### src/design/wncs_pkg.sv
// Shared types and constants of the windowed natural cubic spline evaluator.
`default_nettype none

package wncs_pkg;

   // Request kinds
   localparam logic REQ_LOAD = 1'b0;
   localparam logic REQ_EVAL = 1'b1;

   // Field widths fixed by the interface
   localparam int TIME_W  = 10;
   localparam int VALUE_W = 32;
   localparam int INDEX_W = 3;
   localparam int COUNT_W = 4;

   localparam logic [COUNT_W-1:0] KNOT_COUNT_RESET = 4'd3;

   // Arithmetic widths of the evaluation path
   localparam int NUMW = 78;   // signed numerator of one cubic piece
   localparam int DVW  = 78;   // dividend / quotient shift register
   localparam int DENW = 42;   // denominator hs*g
   localparam int DSRW = 43;   // doubled denominator, also remainder width

   // Largest quotient the rounding step keeps
   localparam logic [40:0] Q_LIMIT = 41'h100_0000_0000;

   typedef struct packed {
      logic                      req_type;
      logic [INDEX_W-1:0]        knot_index;
      logic [TIME_W-1:0]         knot_time;
      logic signed [VALUE_W-1:0] knot_value;
      logic [TIME_W-1:0]         query_time;
   } wncs_req_type;

   typedef struct packed {
      logic signed [VALUE_W-1:0] spline_value;
      logic                      in_range;
      logic                      bad_knots;
   } wncs_rsp_type;

   // Datapath operations issued by the controller
   typedef enum logic [4:0] {
      OP_NOP,
      OP_RD,
      OP_CHK,
      OP_SETW,
      OP_GET_A,
      OP_GET_B,
      OP_GET_C,
      OP_C1,
      OP_C2,
      OP_C3,
      OP_C4,
      OP_MA_LO,
      OP_MA_HI,
      OP_SUM_A,
      OP_MB_LO,
      OP_MB_HI,
      OP_SUM_B1,
      OP_SUM_B2,
      OP_ABS,
      OP_PREP,
      OP_DIV,
      OP_FINISH,
      OP_ZERO,
      OP_PUSH
   } wncs_op_type;

   typedef struct packed {
      wncs_op_type op;
   } wncs_cmd_type;

   typedef struct packed {
      logic scan_last;
      logic div_last;
      logic bad;
      logic in_range;
      logic out_free;
   } wncs_status_type;

endpackage

`default_nettype wire

### src/design/wncs_ctrl.sv
// Sequencer that steps the datapath through knot scan, fetch, math and divide.
`default_nettype none

module wncs_ctrl (
   input  wire                        clock,
   input  wire                        reset,
   input  wire                        query_start,
   input  wncs_pkg::wncs_status_type  status,
   output wncs_pkg::wncs_cmd_type     cmd,
   output logic                       idle
);
   import wncs_pkg::*;

   typedef enum logic [4:0] {
      S_IDLE, S_SRD, S_SCHK, S_DECIDE, S_ZERO, S_SETW,
      S_FRD0, S_FGA, S_FRD1, S_FGB, S_FRD2, S_FGC,
      S_C1, S_C2, S_C3, S_C4,
      S_MALO, S_MAHI, S_SUMA, S_MBLO, S_MBHI, S_SUMB1, S_SUMB2,
      S_ABS, S_PREP, S_DIV, S_FIN, S_OUT
   } state_type;

   state_type    state_ff;
   wncs_cmd_type cmd_ff;
   logic         idle_ff;

   // State, the operation for the coming cycle and the idle flag
   always_ff @(posedge clock) begin
      if (reset) begin
         state_ff  <= S_IDLE;
         cmd_ff.op <= OP_NOP;
         idle_ff   <= 1'b1;
      end else begin
         unique case (state_ff)
            S_IDLE: begin
               if (query_start) begin
                  state_ff <= S_SRD; cmd_ff.op <= OP_RD; idle_ff <= 1'b0;
               end else begin
                  cmd_ff.op <= OP_NOP;
               end
            end
            S_SRD: begin state_ff <= S_SCHK; cmd_ff.op <= OP_CHK; end
            S_SCHK: begin
               if (status.scan_last) begin
                  state_ff <= S_DECIDE; cmd_ff.op <= OP_NOP;
               end else begin
                  state_ff <= S_SRD; cmd_ff.op <= OP_RD;
               end
            end
            S_DECIDE: begin
               if (status.bad || !status.in_range) begin
                  state_ff <= S_ZERO; cmd_ff.op <= OP_ZERO;
               end else begin
                  state_ff <= S_SETW; cmd_ff.op <= OP_SETW;
               end
            end
            S_ZERO:  begin state_ff <= S_OUT;   cmd_ff.op <= OP_PUSH;   end
            S_SETW:  begin state_ff <= S_FRD0;  cmd_ff.op <= OP_RD;     end
            S_FRD0:  begin state_ff <= S_FGA;   cmd_ff.op <= OP_GET_A;  end
            S_FGA:   begin state_ff <= S_FRD1;  cmd_ff.op <= OP_RD;     end
            S_FRD1:  begin state_ff <= S_FGB;   cmd_ff.op <= OP_GET_B;  end
            S_FGB:   begin state_ff <= S_FRD2;  cmd_ff.op <= OP_RD;     end
            S_FRD2:  begin state_ff <= S_FGC;   cmd_ff.op <= OP_GET_C;  end
            S_FGC:   begin state_ff <= S_C1;    cmd_ff.op <= OP_C1;     end
            S_C1:    begin state_ff <= S_C2;    cmd_ff.op <= OP_C2;     end
            S_C2:    begin state_ff <= S_C3;    cmd_ff.op <= OP_C3;     end
            S_C3:    begin state_ff <= S_C4;    cmd_ff.op <= OP_C4;     end
            S_C4:    begin state_ff <= S_MALO;  cmd_ff.op <= OP_MA_LO;  end
            S_MALO:  begin state_ff <= S_MAHI;  cmd_ff.op <= OP_MA_HI;  end
            S_MAHI:  begin state_ff <= S_SUMA;  cmd_ff.op <= OP_SUM_A;  end
            S_SUMA:  begin state_ff <= S_MBLO;  cmd_ff.op <= OP_MB_LO;  end
            S_MBLO:  begin state_ff <= S_MBHI;  cmd_ff.op <= OP_MB_HI;  end
            S_MBHI:  begin state_ff <= S_SUMB1; cmd_ff.op <= OP_SUM_B1; end
            S_SUMB1: begin state_ff <= S_SUMB2; cmd_ff.op <= OP_SUM_B2; end
            S_SUMB2: begin state_ff <= S_ABS;   cmd_ff.op <= OP_ABS;    end
            S_ABS:   begin state_ff <= S_PREP;  cmd_ff.op <= OP_PREP;   end
            S_PREP:  begin state_ff <= S_DIV;   cmd_ff.op <= OP_DIV;    end
            S_DIV: begin
               if (status.div_last) begin
                  state_ff <= S_FIN; cmd_ff.op <= OP_FINISH;
               end else begin
                  cmd_ff.op <= OP_DIV;
               end
            end
            S_FIN: begin state_ff <= S_OUT; cmd_ff.op <= OP_PUSH; end
            S_OUT: begin
               // leave once the output register takes the result
               if (status.out_free) begin
                  state_ff <= S_IDLE; cmd_ff.op <= OP_NOP; idle_ff <= 1'b1;
               end
            end
            default: begin
               state_ff <= S_IDLE; cmd_ff.op <= OP_NOP; idle_ff <= 1'b1;
            end
         endcase
      end
   end

   assign cmd  = cmd_ff;
   assign idle = idle_ff;

endmodule

`default_nettype wire

### config.mk
export PLATFORM = sky130hd
export DESIGN_NAME = wncs_ctrl
export DESIGN_NICKNAME = d
export VERILOG_FILES = /design/src/design/wncs_pkg.sv /design/src/design/wncs_ctrl.sv
export SDC_FILE = /design/constraint.sdc
export NUM_CORES = 1
export LEC_CHECK = 0
export ABC_AREA = 1
export BUFFER_PORTS_ARGS = -buffer_cell sky130_fd_sc_hd__buf_4
export CAP_MARGIN = 20
export CELL_PAD_IN_SITES_DETAIL_PLACEMENT = 1
export CELL_PAD_IN_SITES_GLOBAL_PLACEMENT = 1
export CORE_ASPECT_RATIO = 1.75
export CORE_MARGIN = 3
export CORE_UTILIZATION = 40
export DETAILED_ROUTE_END_ITERATION = 7
export PLACE_DENSITY_LB_ADDON = 0.1
export SLEW_MARGIN = 15
export SYNTH_ARGS = -nofsm -noshare
export SYNTH_HDL_FRONTEND = slang
export SYNTH_SLANG_ARGS = --single-unit
### constraint.sdc
create_clock -name clock -period 2.38 [get_ports clock]
set_input_delay 0.476 -clock clock [delete_from_list [all_inputs] [get_ports clock]]
set_output_delay 0.476 -clock clock [all_outputs]
set_load 0.01 [all_outputs]
# Yosys cells after proc, flatten, opt, wreduce, memory -nomap -nowiden
# Cells that the tools add are included.
# Widths: inputs -> output; s select.
[op_classes]
mux = 14
n_reduce_logical = 8
bitwise = 1
n_eq_ne = 30
[op_table]
columns = ["operator", "n"]
rows = [
  ["$pmux 5 s27", 1],
  ["$pmux 5 s25", 1],
  ["$eq 5x5->1 const B", 12],
  ["$eq 5x4->1 const B", 8],
  ["$reduce_or 26->1", 1],
  ["$eq 5x3->1 const B", 4],
  ["$mux 5", 4],
  ["$eq 5x2->1 const B", 2],
  ["$mux 1", 6],
  ["$ne 2x2->1 const B", 3],
  ["$reduce_and 3->1", 2],
  ["$eq 5x1->1 const B", 1],
  ["$logic_not 5->1", 1],
  ["$pmux 1 s3", 1],
  ["$reduce_or 3->1", 1],
  ["$mux 2", 1],
  ["$reduce_or 2->1", 1],
  ["$logic_not 1->1", 1],
  ["$logic_or 1x1->1", 1],
  ["$not 1->1", 1],
]
[word_totals]
register_bits = 11
out_inout_bits = 6
in_bits = 8
elab_cells = 56

# Depth between registers and ports, before layout
# Gate-level depths: netlist (run 1).
[depth]
depth_word = 4
depth_mapped = 12
ltp_nobuf = 11

# Least setup slack after synthesis (run 1)
# Ideal clock, no wire load.
[synth_timing]
path_type = "register to register"
start = "reg state_ff[1]"
end = "reg state_ff[1]"
arrival_time_ns = 1.237
required_ns = 2.271
path_buffers = 1
setup_ns = 0.109
period_less_slack_ns = 1.346
setup_slack_ns = 1.034
path_stages_with_launch = 12
cell_sequence = "dfxtp_1 > buf_4 > nand2_2 > inv_1 > nand2_1 > nor2_4 > inv_1 > nand2_1 > nor2_2 > o21a_1 > nand2_1 > inv_1"
[synth_via]
elab_chain_len = 3
word_cells_on_any_way = 34
classes_between = "30 x eq/ne; 1 x mux; 3 x reduce/logical"
[synth_lines]
columns = ["element", "line", "text"]
rows = [
  ["start, declared", "wncs_ctrl.sv:22", "state_type state_ff;"],
  ["start signal, assigned", "wncs_ctrl.sv:29", "state_ff <= S_IDLE;"],
  ["start signal, assigned", "wncs_ctrl.sv:36", "state_ff <= S_SRD; cmd_ff.op <= OP_RD; idle_ff <= 1'b0;"],
  ["start signal, assigned", "wncs_ctrl.sv:41", "S_SRD: begin state_ff <= S_SCHK; cmd_ff.op <= OP_CHK; end"],
  ["$eq 5x5->1 (tied with other cells)", "wncs_ctrl.sv:33", "unique case (state_ff)"],
  ["$reduce_or 2->1 (no source line) or $ne 2x2->1 (tied branches)", "-", ""],
  ["$pmux 5 s27 or $reduce_and 3->1 (tied branches)", "-", ""],
]
# Several ways; a longest one is shown, not always the timed one.
# A chain may end at the register's enable or synchronous reset.

# Worst setup path after layout (run 1)
[layout_timing]
start = "reg state_ff[0]"
end = "reg state_ff[1]"
# The elaborated chain is that of the path after synthesis.

==> flow_summary.ini, run 1 <==
[layout]
fillerInstances = 359
antenna_cells = 0
layout.nets = 207
drive_gt1_frac = 0.192
syn2layout_area_growth_pct = 15.2
ff_latch_area_um2 = 220
multi_input_area_um2 = 659
fin_util = 0.497

[drt]
vias = 1215
viasPerCell = 5.45
drc = 0
routed_wl_um = 3800
ant_nets = 0
post_drt_wl_per_cell_um = 17.0
initialDrtViolationCount = 39
drtPass1Iterations = 4

[power]
peakVddDrop_uv = 675
p_per_area_nw_per_um2 = 1270
leakagePower_nw = 0.690

[synthesis]
synth.distinct_cells = 25
synth_top_area_frac = 0.216
post-synth-top-count-cell = nand2_1
synth_edf_count = 0
synth_top_family_by_area = simple AND/OR/NAND/NOR gates
synth_area_um2 = 1020
avgSynthCellArea_um2 = 5.57
yosys.area.top_type = dfxtp_1
syn-instance-count = 183
synthSimpleGateAreaFrac = 0.550
synthTopCellsByCount = 50 x nand2_1, 32 x nor2_1, 26 x inv_1
synth_xor_area_frac = 0
synth_compound_area_frac = 0.0971
ys_async_sr_fraction = 0
ys.warnings.count = 0
synthAdderAreaFrac = 0
synthTopCellsByArea = dfxtp_1 22%, nand2_1 18%, nor2_1 12%
synthMuxAreaShare = 0
yosysSeqAreaShare = 0.216
synthesis.nets = 191
synth_flop_cell = dfxtp_1
ys_seq_elements = 11

[critical_path]
cpPeakStageDelay_ns = 0.63
critPathMaxFanout = 10
crit_arrival_ns = 2.01
worst_r2r_endpoint = state_ff[1]$_SDFFE_PP0P_
crit_required_ns = 2.52
critPathKind = reg2reg
setup.worst_path.start = state_ff[0]$_SDFFE_PP0P_
end_kind = flip-flop
slowest_stage = dfxtp_1
endpoint = state_ff[1]$_SDFFE_PP0P_
rr_worst_depth = 10
crit_path_start_kind = flip-flop
r2r_start = state_ff[0]$_SDFFE_PP0P_
cp_cell_sequence = nand2_2 -> inv_1 -> nand2_1 -> nor2_4 -> inv_1 -> nand2_1 -> nor2_2 -> o21a_1 -> nand2_1 -> inv_1
reg2reg_slack_ns = 0.51

[cts]
cts_max_level = 1
ctsHoldBuffers = 0
cts.repair.resized = 0
cts-buffers-inserted = 3
clk_transition_reported_paths_ns = 0.05
clkSinkCount = 11
cts_tree = done
cts_setup_buffers = 0
cts_buffer_depth = 2
cts-root-buf = clkbuf_8
clk_latency_ns = 0.23

[timing]
max_freq_ghz = 0.535
tightest_slew_ns = 0.510
hold_viol = 0
setup_viol = 0
rsz0062_at_grt = false
timing.final.crit_share = 0.786
finalMaxSlewViolations = 0
fin_crit_ns = 1.87
skew_ns = 0.00252
setup-tns-final_ns = 0
slew_headroom = 0.659

[worst_hold_path]
hp-class = in2reg

[floorplanning]
die_area_um2 = 3210
die_y_um = 72.8
start_util = 0.432
rows = 23
core_um2 = 2360
die_w_um = 44.1
ioPinCount = 14

[global_routing]
grt_overflow = 0
grt_pass1_vias = 1371
grt_max_degree = 11
grt_util_all_layers = 0.268
grt_pass1_wl_um = 6350
antenna_found_initial = 0

[place]
io_buffers = 13
gp_congestion = 0.992
hpwl_um = 3220

[run_status]
status = finished clean

[job]
maxCapViolCount = 0
power by group:
part / internal (mW) / switching (mW) / total [mW]
Combinational: 0.313 / 0.622 / 0.936
Sequential: 0.252 / 0.116 / 0.368
Clock: 0.117 / 0.0672 / 0.185
stage by stage:
stage | cells | hold slack (ns) | setup slack (ns) | power, mW | cell area, um^2
finish | 223 | 0.446 | 0.510 | 1.49 | 1170
global route | 223 | 0.456 | 0.379 | 1.62 | 1170
CTS | 223 | 0.448 | 0.515 | 1.48 | 1170
detailed placement | 219 | 0.474 | 0.528 | 1.29 | 1130
global placement | 219 | 0.457 | 0.598 | 1.24 | 1130
floorplan | 183 | 0.489 | 1.03 | 1.00 | 1020
worst max-delay path: cells and delay by family, from the launching register on:
| family | cells | cell delay, ns |
|---|---|---|
| AO/OA/AOI/OAI | 1 | 0.18 |
| buffers and inverters | 3 | 0.25 |
| AND/OR/NAND/NOR | 6 | 0.69 |
| flip-flops | 1 | 0.63 |
metal layers:
layer  routed length [um]  track usage  up-vias
met1                 1420        0.283      566
li1                     -            -      604
met4                  131        0.141        0
met3                  114       0.0198       17
met5                    0            0        -
met2                 2140        0.502       28
layout make-up:
class	count	share of cell area
Inverter	32	0.102
Timing Repair Buffer	13	0.0832
Multi-Input combinational cell	138	0.562
Tap cell	25	0.0267
Clock buffer	4	0.0384
Sequential cell	11	0.188
registers in the layout (all words and copies together), names as in the netlist:
signal and count:
cmd 5, state_ff 5, idle 1
how the worst min path moves through the flow:
stage                            from                        to  slack, ns  cells after the start
detailed placement  idle$_SDFFE_PP1P_         idle$_SDFFE_PP1P_       0.47                      2
finish                          reset  state_ff[0]$_SDFFE_PP0P_       0.45                      2
global route                    reset  state_ff[2]$_SDFFE_PP0P_       0.46                      2
floorplan           idle$_SDFFE_PP1P_         idle$_SDFFE_PP1P_       0.49                      2
global placement    idle$_SDFFE_PP1P_         idle$_SDFFE_PP1P_       0.46                      2
CTS                             reset  state_ff[0]$_SDFFE_PP0P_       0.45                      2
cells by family (layout without fill, tap and decap cells):
logic type      after synthesis  count (layout)
compound gates               16              16
buf+inv                      34              49
flops                        11              11
simple gates                122             122
cell usage in the layout (no fill, tap or decap), types with 2 or more instances in the layout:
cell type,netlist,final
clkbuf_8,0,3
inv_2,6,6
a21oi_1,7,7
nor2_1,32,32
nand2_1,50,50
buf_4,1,13
nand2_2,3,3
nor3_1,2,2
dfxtp_1,11,11
nand4_1,3,3
nor2_4,2,2
inv_1,26,26
nor2_2,8,8
nand3b_1,2,2
nand3_1,18,18
o21ai_0,2,2
No activity file was read; power rests on OpenSTA's default activity.
==> run 2: changes to the inputs <==
- ABC_AREA: 1 -> 0
- CORE_UTILIZATION: 40 -> 36
- clock period: 2.38 -> 1.7 ns (I/O delays scaled with it)
==> run 2 against run 1 <==
Net effect: sequential share of layout area grew 1.6 points; clock skew shrank 0.0013 ns; maximum frequency grew 16%; cell count shrank 29%; largest cell class unchanged; critical path type unchanged.
==> flow_summary.ini, run 2 <==
[synthesis]
avgSynthCellArea_um2 = 7.49
synth.distinct_cells = 48
synth_edf_count = 0
ys.warnings.count = 0
syn-instance-count = 123
synth_flop_cell = dfxtp_1
yosys.area.top_type = dfxtp_1
yosysSeqAreaShare = 0.239
synth_area_um2 = 921
ys_seq_elements = 11
ys_async_sr_fraction = 0
synthTopCellsByCount = 15 x a21oi_1, 11 x dfxtp_1, 9 x buf_2, 9 x nor2_1, 8 x nand2_1
synth_top_area_frac = 0.239
post-synth-top-count-cell = a21oi_1
synthesis.nets = 131
synthTopCellsByArea = dfxtp_1 24%, a21oi_1 8.2%, buf_2 4.9%

[place]
gp_congestion = 0.779
dp_slack_ns = 0.0433
io_buffers = 13
hpwl_um = 2140

[timing]
slew_headroom = 0.751
skew_ns = 0.00118
tightest_slew_ns = 0.372
fin_crit_ns = 1.61
max_freq_ghz = 0.623
setup-tns-final_ns = 0
hold_viol = 0
setup_viol = 0
rsz0062_at_grt = false
timing.final.crit_share = 0.945
whs_ns = 0.361
finalMaxSlewViolations = 0
layout_setup_ws_ns = 0.0936

[drt]
post_drt_wl_per_cell_um = 18.4
routed_wl_um = 2930
ant_nets = 0
drc = 0
viasPerCell = 6.32
drtPass1Iterations = 4
vias = 1005
initialDrtViolationCount = 47

[power]
leakagePower_nw = 0.424
p_switching_mw = 0.258
p_seq_frac = 0.376
p_comb_frac = 0.286
power_frac_clock = 0.337
p_per_area_nw_per_um2 = 745
swShare = 0.318
p_int_mw = 0.553
peakVddDrop_uv = 297

[global_routing]
grt_overflow = 0
antenna_found_initial = 0
grt_max_degree = 29
grt_pass1_vias = 1010
grt_pass1_wl_um = 4990
grt_util_all_layers = 0.203

[cts]
clkSinkCount = 11
cts.repair.resized = 0
cts_setup_buffers = 0
cts_max_level = 1
clk_latency_ns = 0.24
cts_tree = done
cts_buffer_depth = 2
clk_transition_reported_paths_ns = 0.05
ctsHoldBuffers = 0
cts-root-buf = clkbuf_8
cts-buffers-inserted = 3

[layout]
syn2layout_area_growth_pct = 18.2
drive_gt1_frac = 0.216
mostFrequentLayoutCells = 20 x buf_4, 15 x a21oi_1, 10 x dfxtp_1
antenna_cells = 0
mostFrequentLayoutCell = buf_4
fin_util = 0.461
layout.nets = 143

[floorplanning]
rows = 23
start_util = 0.390
core_um2 = 2360
die_w_um = 44.2
die_y_um = 72.9
ioPinCount = 14
die_area_um2 = 3220

[critical_path]
reg2reg_slack_ns = 0.09
endpoint = cmd[2]$_SDFFE_PP0P_
crit_arrival_ns = 1.73
worst_r2r_endpoint = cmd[2]$_SDFFE_PP0P_
rr_worst_depth = 4
r2r_start = state_ff[1]$_SDFFE_PP0P_
crit_required_ns = 1.83
critPathKind = reg2reg
end_kind = flip-flop
setup.worst_path.start = state_ff[1]$_SDFFE_PP0P_
critPathMaxFanout = 9
crit_path_start_kind = flip-flop

[run_status]
status = finished clean

[worst_hold_path]
hp-class = in2reg
min-delay-start = reset

[job]
maxCapViolCount = 0
run 2: changes by cell type in the layout (fill, tap and decap cells not counted), sizes merged, moves of 4 or more:
cell / before / now
o21ai: 2 / 8
nand2: 53 / 8
inv: 32 / 4
buf: 13 / 21
nor2b: 0 / 4
a21oi: 8 / 15
nor2: 42 / 9
nand3: 20 / 2
run 2: how the worst min path moves through the flow:
| stage | end | slack, ns | cells after the start |
|---|---|---|---|
| after floorplan | state_ff[1]$_SDFFE_PP0P_ | 0.52 | 2 |
| after global placement | cmd[2]$_SDFFE_PP0P_ | 0.51 | 2 |
| after detailed placement | cmd[0]$_SDFFE_PP0P_ | 0.53 | 2 |
| after CTS | cmd[1]$_SDFFE_PP0P_ | 0.37 | 2 |
| after global routing | cmd[1]$_SDFFE_PP0P_ | 0.37 | 2 |
| final | cmd[1]$_SDFFE_PP0P_ | 0.36 | 2 |
run 2: through the flow:
stage / instance area (um^2) / total power [mW] / instances
floorplan: 921 / 0.457 / 123
global placement: 1040 / 0.537 / 155
detailed placement: 1040 / 0.542 / 155
CTS: 1080 / 0.819 / 159
global route: 1090 / 0.872 / 159
finish: 1090 / 0.811 / 159
run 2: critical path, stage by stage (launching register included):
cell and delay [ns]:
dfxtp_1 0.52, nand2_1 0.19, or4_1 0.56, o21ai_1 0.17, a21oi_1 0.06
run 2: logic make-up after synthesis:
kind of cell / after synthesis / synth area share
AOI/OAI and AO/OA: 46 / 0.340
adders and majority gates: 1 / 0.0109
buffers and inverters: 18 / 0.110
muxes: 2 / 0.0217
DFF: 11 / 0.239
and+or+nand+nor: 45 / 0.279
run 2: area by class of cell:
class                   instances  area, um^2
inverters                       4        15.0
flip-flops and latches         11         221
repair buffers                 21         170
clock buffers                   4        45.0
well taps                      25        31.3
multi-input cells              94         606
fillers                       309        1270
run 2: power groups by stage:
stage | Sequential (mW) | Clock (mW) | Combinational (mW)
final | 0.305 | 0.274 | 0.232
after global routing | 0.308 | 0.305 | 0.258
after CTS | 0.305 | 0.281 | 0.233
after detailed placement | 0.310 | 0 | 0.232
after global placement | 0.310 | 0 | 0.227
after floorplan | 0.304 | 0 | 0.154
run 2: metal layers:
layer | vias up | share of wire | track usage | wire length [um]
met3 | 5 | 0.034 | 0.0247 | 98
met4 | 0 | 0.015 | 0.0638 | 43
li1 | 478 | - | - | -
met1 | 496 | 0.43 | 0.258 | 1250
met5 | - | 0 | 0 | 0
met2 | 26 | 0.52 | 0.347 | 1530
==> run 3: changes to the inputs <==
- clock period: 1.7 -> 1.43 ns (I/O delays scaled with it)
==> run 3 against run 2 <==
Net effect: the run now ends with negative setup slack left; non-clock buffer count increased by 16; count of clock-buffer cells in the layout unchanged; worst hold slack worse by 0.045 ns; largest power group unchanged; critical path depth rose by 2; cell count up 10%; clock power up 21%; global-route usage is 3.0 points higher; combinational power rose by 50%; first-iteration DRC count down 23%; critical path type unchanged.
==> flow_summary.ini, run 3 (synthesized netlist as in run 2, its figures left out) <==
[critical_path]
critPathBufInv = 2
setup.worst_path.start = state_ff[4]$_SDFFE_PP0P_
critPathKind = reg2reg
r2r_start = state_ff[4]$_SDFFE_PP0P_
rr_worst_depth = 6
critPathMaxFanout = 5
cp_cell_sequence = buf_6 -> buf_6 -> a2bb2oi_2 -> nor2_1 -> or4_1 -> o22ai_1
endpoint = state_ff[1]$_SDFFE_PP0P_
crit_required_ns = 1.60
slowest_stage = or4_1
critical-path-top-delay-family = simple AND/OR/NAND/NOR gates
path_common_cell = buf_6
crit_path_start_kind = flip-flop
cpPeakStageDelay_ns = 0.51
crit_arrival_ns = 1.63
worst_r2r_endpoint = state_ff[1]$_SDFFE_PP0P_
end_kind = flip-flop
cp.depth = 6
reg2reg_slack_ns = -0.03

[timing]
timing.final.crit_share = 1.02
hold_viol = 0
skew_ns = 0.000350
layout_setup_ws_ns = -0.0294
fin_crit_ns = 1.46
finalMaxSlewViolations = 0
whs_ns = 0.315
rsz0062_at_grt = true
slew_headroom = 0.745
max_freq_ghz = 0.685
setup_viol = 2
tightest_slew_ns = 0.373

[global_routing]
use_met1 = 0.287
busiest_layer = met2
gr-usage-met3 = 0.0247
antenna_found_initial = 0
grt_use_met2 = 0.398
grt_pass1_vias = 1154
grt_overflow = 0
grt_util_all_layers = 0.233
grt_pass1_wl_um = 5680
grt_max_degree = 15

[floorplanning]
core_um2 = 2360
die_w_um = 44.2
start_util = 0.390
rows = 23
ioPinCount = 14
die_y_um = 72.9
die_area_um2 = 3220

[job]
maxCapViolCount = 0

[layout]
mostFrequentLayoutCells = 31 x buf_4, 12 x a21oi_1, 8 x nand2_1, 8 x nor2_1
antenna_cells = 0
fillerInstances = 298
fin_util = 0.558
layout.nets = 159
syn2layout_area_growth_pct = 43.1
drive_gt1_frac = 0.413
mostFrequentLayoutCell = buf_4
layout.cells.non_filler = 175

[cts]
cts-root-buf = clkbuf_8
clkSinkCount = 11
cts_buffer_depth = 2
ctsHoldBuffers = 0
cts_max_level = 1
clk_latency_ns = 0.25
cts_tree = done
cts-buffers-inserted = 3
clk_transition_reported_paths_ns = 0.05

[place]
dp_cells = 170
gp_congestion = 0.894
dp_slack_ns = -0.0591
io_buffers = 13
hpwl_um = 2580

[power]
leakagePower_nw = 0.532
peakVddDrop_uv = 480
p_per_area_nw_per_um2 = 792
power.total_mw = 1.04

[drt]
viasPerCell = 6.37
ant_nets = 0
routed_wl_um = 3590
drtPass1Iterations = 4
vias = 1115
drc = 0
initialDrtViolationCount = 36
post_drt_wl_per_cell_um = 20.5

[run_status]
status = finished with violations
failed_checks = negative setup slack

[worst_hold_path]
hp-class = in2reg
==> run 3: worst min-delay path by stage <==
stage / from / end / depth (start not counted)
CTS: reset / cmd[1]$_SDFFE_PP0P_ / 2
detailed placement: cmd[0]$_SDFFE_PP0P_ / cmd[0]$_SDFFE_PP0P_ / 2
global route: reset / cmd[1]$_SDFFE_PP0P_ / 2
floorplan: reset / state_ff[1]$_SDFFE_PP0P_ / 2
global placement: cmd[2]$_SDFFE_PP0P_ / cmd[2]$_SDFFE_PP0P_ / 2
finish: reset / cmd[1]$_SDFFE_PP0P_ / 2
==> run 3: layout make-up <==
cell class	count	area [um^2]	area share
repair buffers	37	304	0.231
inverters	4	18.8	0.0142
multi-input cells	94	682	0.518
flip-flops and latches	11	236	0.179
clock buffers	4	45.0	0.0342
well taps	25	31.3	0.0237
==> run 3: metal layers <==
metal / part of all wire / wire (um)
met3: 0.038 / 137
met5: 0 / 0
met1: 0.38 / 1350
met2: 0.55 / 1960
met4: 0.038 / 138
==> run 3: metrics by stage <==
step | setup TNS [ns] | area (um^2)
6_report | -0.0525 | 1320
5_1_grt | -0.205 | 1320
4_1_cts | 0 | 1190
3_5_place_dp | -0.143 | 1140
3_3_place_gp | -0.00915 | 1140
2_1_floorplan | 0 | 921
==> run 3: what timing repair did <==
item / CTS / global route
cloned: 0 / 0
resized for setup: 6 / 29
buffers inserted: 0 / 1
pin swaps: 0 / 6
endpoints found under the setup margin: 7 / 9
==> run 3: report_power, final <==
part / internal [mW] / switching (mW)
combinational: 0.168 / 0.180
clock: 0.197 / 0.134
sequential: 0.331 / 0.0339
